### config.mk
export PLATFORM = sky130hd
export DESIGN_NAME = pip_cell
export DESIGN_NICKNAME = d
export VERILOG_FILES = /design/src/pip_pkg.sv /design/src/pip_cell.sv
export SDC_FILE = /design/constraint.sdc
export NUM_CORES = 1
export LEC_CHECK = 0
export BUFFER_PORTS_ARGS = -buffer_cell sky130_fd_sc_hd__buf_2
export CAP_MARGIN = 10
export CORE_MARGIN = 3
export CORE_UTILIZATION = 42
export DETAILED_ROUTE_END_ITERATION = 6
export MAX_ROUTING_LAYER = met4
export PLACE_DENSITY = 0.89
export REMOVE_ABC_BUFFERS = 1
export SLEW_MARGIN = 25
export SYNTH_ARGS = -nofsm -noshare
export SYNTH_HDL_FRONTEND = slang
export SYNTH_SLANG_ARGS = --single-unit
### constraint.sdc
create_clock -name clk -period 3.25 [get_ports clk]
set_input_delay 0.65 -clock clk [delete_from_list [all_inputs] [get_ports clk]]
set_output_delay 0.65 -clock clk [all_outputs]
set_load 0.05 [all_outputs]
### src/pip_pkg.sv
// shared types, codes and constants of the point in polygon classifier
package pip_pkg;

  localparam int CoordW = 31;
  localparam int DiffW  = CoordW + 1;
  localparam int ProdW  = 2 * DiffW;

  typedef logic signed [CoordW-1:0] coord_t;
  typedef logic signed [DiffW-1:0]  diff_t;
  typedef logic signed [ProdW-1:0]  prod_t;
  typedef logic [1:0]               func_t;
  typedef logic [1:0]               pos_t;

  localparam func_t FUNC_START  = 2'd0;
  localparam func_t FUNC_APPEND = 2'd1;
  localparam func_t FUNC_QUERY  = 2'd2;

  localparam pos_t POS_INSIDE  = 2'd0;
  localparam pos_t POS_BORDER  = 2'd1;
  localparam pos_t POS_OUTSIDE = 2'd2;

  typedef struct packed {
    logic   valid;
    logic   active;
    logic   last;
    coord_t ax;
    coord_t ay;
    coord_t bx;
    coord_t by;
    coord_t px;
    coord_t py;
  } edge_req_t;

  typedef struct packed {
    logic valid;
    logic last;
    logic hit;
    logic crossing;
  } edge_rsp_t;

endpackage

### src/pip_cell.sv
// one vertex cell of the rotating ring
module pip_cell (
  input  logic            clk,
  input  logic            load,
  input  pip_pkg::coord_t load_x,
  input  pip_pkg::coord_t load_y,
  input  logic            shift,
  input  pip_pkg::coord_t next_x,
  input  pip_pkg::coord_t next_y,
  output pip_pkg::coord_t x,
  output pip_pkg::coord_t y
);
  import pip_pkg::*;

  always_ff @(posedge clk) begin
    if (load) begin
      x <= load_x;
      y <= load_y;
    end else if (shift) begin
      x <= next_x;
      y <= next_y;
    end
  end
endmodule

==> results of run 1 <==
Yosys cell counts (all sizes together):
master  number
edfxtp      62
or2          1
mux2        62
buf          7
power by group through the flow:
stage / clock (W) / combinational (W) / sequential (W)
2_1_floorplan: 0 / 0.000109 / 0.00134
3_3_place_gp: 0 / 0.000618 / 0.00102
3_5_place_dp: 0 / 0.000627 / 0.00102
4_1_cts: 0.000736 / 0.000629 / 0.00101
5_1_grt: 0.000770 / 0.000650 / 0.00101
6_report: 0.000718 / 0.000622 / 0.00100
cell type report:
class | instances | share of cell area (%)
Sequential cell | 62 | 45.63
Timing Repair Buffer | 190 | 24.10
Multi-Input combinational cell | 63 | 22.69
Clock buffer | 9 | 3.036
Tap cell | 77 | 2.361
Clock inverter | 7 | 2.177
logic make-up (layout without fill, tap and decap cells):
kind of cell	count (synthesis)	in the layout	synth area share, %
muxes	62	62	31.50
DFF	62	62	63.78
buffers and inverters	7	206	4.501
and+or+nand+nor	1	1	0.2145
sequential cells by signal, summed over array words and instances, names as in the netlist:
signal,flops
x,31
y,31
worst max-delay path, cell delays in order:
cell	delay [ns]
buf_4	0.46
buf_12	0.31
mux2_2	0.37
metrics by stage:
stage	setup slack [ns]	total power (W)	utilization, %	hold WS (ns)	std cells
after global placement	1.198	0.001635	59.21	0.9509	392
after detailed placement	1.141	0.001650	59.21	0.9532	392
after CTS	1.497	0.002371	62.47	0.5994	408
final	1.492	0.002344	62.47	0.6198	408
after floorplan	0.7895	0.001447	-	0.8675	125
after global routing	1.440	0.002433	62.47	0.5980	408
worst max-delay path by stage:
| stage | end | depth (start not counted) | startpoint | slack (ns) |
|---|---|---|---|---|
| final | x[30] | 3 | load | 1.49 |
| after global routing | x[30] | 3 | load | 1.44 |
| after CTS | x[30] | 3 | load | 1.50 |
| after detailed placement | x[30] | 3 | load | 1.14 |
| after global placement | x[29] | 3 | load | 1.20 |
| after floorplan | x[0] | 1 | shift | 0.79 |
metal layers:
| metal | up-vias | share of wire, % |
|---|---|---|
| li1 | 906 | - |
| met3 | 7 | 7.6 |
| met5 | - | 0 |
| met4 | 0 | 1.3 |
| met1 | 884 | 34 |
| met2 | 108 | 57 |
==> flow_summary_export.csv, run 1 <==
group,metric,value,unit
synth,synth_top_area_share,63.78,%
pwr,leakagePower,1.995,nW
grt,grt_pass1_wl,9632,um
worst_hold_path,min_path_type,"input pin to flop",
worst_hold_path,hp-start,"load_y[13]",
finish,nNetsFinal,453,
pwr,switching_power,0.0007332,W
grt,grt-ovfl-total,0,
flow_run,max_cap_violations,0,
timing,finalHoldViolCount,0,
route,firstDrtPassIters,4,
die,ios,189,
finish,stdcell_area,4080,um2
pwr,intPower,0.001611,W
cts,clk_pin_slew,0.07,ns
cts,cts_root_buffer,"clkbuf_8",
pwr,seq_power_share,42.8,%
worst_hold_path,holdPathStages,2,
synth,ys_warn_count,0,
cts,cts-htree-levels,3,
grt,met1_usage,17.70,%
grt,grt_max_degree,63,
die,dieWidth,89.37,um
finish,num_antenna_cells,0,
cts,cts.sinks,62,
synth,syn_area,2919,um2
synth,synth_top_area_cell,"edfxtp_1",
die,placementRows,29,
finish,drive_gt1_share,80.66,%
finish,fillers,494,
pwr,power_frac_comb,26.5,%
timing,report.final.slew_viol_count,0,
worst_setup_path,arrival,1.83,ns
die,core,6531,um2
route,totalWireLength,6667,um
pwr,p_per_area,574.5,nW/um2
grt,track_usage,17.08,%
cts,cts_inserted_buffers,9,
timing,max_freq,568.8,MHz
grt,top_usage_layer,"met2",
grt,antenna_found_initial,0,
finish,multi_input_area,925.9,um2
grt,grt_pass1_vias,2003,
finish,area_growth,39.78,%
pwr,swShare,31.28,%
placed_design,dp_hpwl,5246,um
timing,setup_viol_count_final,0,
die,initial_utilization,44.69,%
timing,min_period,1.758,ns
finish,final_common_cell,"buf_2",
worst_setup_path,cp-start-kind,"input pin",
synth,ys_ff_latch,62,
grt,grtUsageMet2,30.94,%
cts,cts_buffer_depth,2,
timing,grt_setup_unrepaired,"no",
worst_setup_path,end_kind,"flop",
pwr,clkPwrFrac,30.6,%
outcome,status,"finished, final reports clean",
placed_design,place.gp.congestion,0.6918,
cts,cts_tree,"done",
cts,cts_resized,0,
synth,synth-seq-area-share,63.78,%
worst_setup_path,crit_type,"input pin to flop",
pwr,ir_drop,0.0002621,V
timing,worst_pin_slew,0.5754,ns
route,remaining_drc_errors,0,
synth,syn_area_per_cell,22.11,um2
finish,layout_common_cells,"187 x buf_2, 62 x edfxtp_1, 59 x mux2_4, 9 x clkbuf_8, 3 x mux2_2",
cts,holdBufCountCts,0,
route,drt_iter0_drc,46,
placed_design,portBuffers,188,
synth,netlist_instances,132,
worst_hold_path,holdPathEnd,"y[13]",
die,fp.dieH,89.37,um
worst_setup_path,cp.required,3.33,ns
route,antenna_left,0,
finish,ff_latch_area,1862,um2
grt,met3_usage,5.161,%
synth,synth_cell_types,6,
timing,slew_headroom,61.64,%
synth,yosys-top-cells-area,"edfxtp_1 64%, mux2_4 30%, buf_12 4.1%",
die,dieArea,7986,um2
route,post_drt_wl_per_cell,16.34,um
timing,period_share,54.10,%
worst_setup_path,cp_max_fo,33,
cts,cts_setup_buffers,0,
route,vias,1905,
placed_design,placed_area,3867,um2
timing,tns,0,ns
route,drt-vias-per-instance,4.669,
Power figures use the tool's default switching activity.
==> inputs of run 2 (changes only) <==
==> constraint.sdc (replaced) <==
create_clock -name clk -period 1.65 [get_ports clk]
set_input_delay 0.33 -clock clk [delete_from_list [all_inputs] [get_ports clk]]
set_output_delay 0.33 -clock clk [all_outputs]
set_load 0.05 [all_outputs]
==> run 2 against run 1 <==
Compared with the run above:
- worst setup slack worse by 1.1 ns
- via count stayed put
- sequential power is 98% higher
- critical endpoint is now y[18]
- largest power group unchanged
- highest routed layer unchanged
==> flow_summary_export.csv, run 2 (synthesis gave the netlist of run 1 again) <==
group,metric,value,unit
timing,hold_slack,0.3021,ns
route,remaining_drc_errors,0,
timing,worst_pin_slew,0.3212,ns
finish,drive_gt1_share,80.61,%
pwr,ir_drop,0.0005113,V
timing,finalWorstSetupSlack,0.3827,ns
route,firstDrtPassIters,4,
worst_setup_path,cp_cell_sequence,"buf_2",
worst_setup_path,end_kind,"output port",
timing,max_freq,789.1,MHz
grt,antenna_found_initial,1,
timing,slew_headroom,78.59,%
timing,period_share,76.81,%
worst_setup_path,cp.required,1.32,ns
worst_setup_path,slowest_delay,0.39,ns
pwr,clkPwrFrac,27.4,%
outcome,status,"finished, final reports clean",
timing,setup_viol_count_final,0,
die,placementRows,29,
timing,report.final.slew_viol_count,0,
worst_setup_path,critPathBufInv,1,
route,totalWireLength,6702,um
cts,clk_pin_slew,0.07,ns
cts,cts_resized,0,
placed_design,portBuffers,188,
grt,grt_pass1_vias,1996,
die,dieArea,7986,um2
flow_run,max_cap_violations,0,
placed_design,place.gp.congestion,0.7033,
worst_hold_path,min_path_type,"input pin to flop",
route,antenna_left,0,
die,ios,189,
finish,fin_util,62.26,%
cts,cts_tree,"done",
grt,grt_max_degree,63,
cts,cts-htree-levels,3,
worst_setup_path,arrival,0.94,ns
finish,final_common_cell,"buf_2",
die,initial_utilization,44.69,%
route,vias,1905,
finish,top_regs,"x: 31 flops, y: 31 flops",
worst_setup_path,slowest_stage,"edfxtp_1",
finish,area_growth,39.31,%
cts,cts_root_buffer,"clkbuf_8",
worst_setup_path,critPathTopFamily,"flip-flops",
grt,grt_pass1_wl,9722,um
timing,finalHoldViolCount,0,
worst_setup_path,cp-start-kind,"flop",
finish,ff_latch_area,1862,um2
cts,holdBufCountCts,0,
grt,track_usage,17.36,%
worst_setup_path,crit_type,"flop to output port",
cts,cts.sinks,62,
worst_setup_path,critPathLaunch,"y[18]",
cts,cts_buffer_depth,2,
finish,nNetsFinal,454,
worst_hold_path,holdPathEnd,"x[9]",
die,fp.dieH,89.37,um
pwr,leakagePower,1.982,nW
grt,grt-ovfl-total,0,
die,core,6531,um2
route,post_drt_wl_per_cell,16.43,um
timing,tns,0,ns
pwr,seq_power_share,44.7,%
finish,fillers,510,
pwr,p_per_area,1085,nW/um2
pwr,swShare,31.85,%
timing,min_period,1.267,ns
pwr,intPower,0.003008,W
worst_hold_path,holdPathStages,2,
pwr,switching_power,0.001406,W
pwr,power_frac_comb,27.9,%
finish,layout_common_cells,"187 x buf_2, 62 x edfxtp_1, 59 x mux2_4, 9 x clkbuf_8",
timing,grt_setup_unrepaired,"no",
placed_design,post-place-ws,0.2212,ns
die,dieWidth,89.37,um
cts,cts_setup_buffers,0,
route,drt_iter0_drc,66,
finish,multi_input_area,925.9,um2
route,drt-vias-per-instance,4.669,
worst_hold_path,hp-start,"load_x[9]",
cts,cts_inserted_buffers,9,
worst_setup_path,cp_max_fo,1,
[run 2: how the worst max path moves through the flow]
stage                        to  slack (ns)  depth (start not counted)
after floorplan            x[0]       -0.49                          1
after global placement    x[30]        0.26                          3
after detailed placement  x[30]        0.22                          3
after CTS                 y[18]        0.36                          1
after global routing       x[6]        0.33                          1
final                     y[18]        0.38                          1
[run 2: power groups by stage]
stage | sequential, W | clock, W | combinational, W
global placement | 0.00200 | 0 | 0.00122
floorplan | 0.00264 | 0 | 0.000214
CTS | 0.00198 | 0.00123 | 0.00124
global route | 0.00200 | 0.00131 | 0.00129
finish | 0.00198 | 0.00121 | 0.00123
detailed placement | 0.00201 | 0 | 0.00124
[run 2: per-layer routing]
metal / GRT usage, % / vias to the layer above / wire length, um
met2: 29.94 / 114 / 3703
met4: 10.55 / 0 / 196
met3: 4.055 / 13 / 496
met1: 17.77 / 872 / 2305
li1: - / 906 / -
met5: - / - / 0
[run 2: cell type report]
cell class / instances / area share, %
Clock inverter: 5 / 1.292
Antenna cell: 1 / 0.06154
Sequential cell: 62 / 45.78
Multi-Input combinational cell: 63 / 22.77
Clock buffer: 9 / 3.046
Tap cell: 77 / 2.369
Timing Repair Buffer: 191 / 24.68
[run 2: through the flow]
step | cell area, um2 | power (W) | cells
floorplan | 2788 | 0.002851 | 125
global placement | 3887 | 0.003225 | 393
detailed placement | 3887 | 0.003255 | 393
CTS | 4064 | 0.004457 | 407
global route | 4066 | 0.004590 | 408
finish | 4066 | 0.004414 | 408
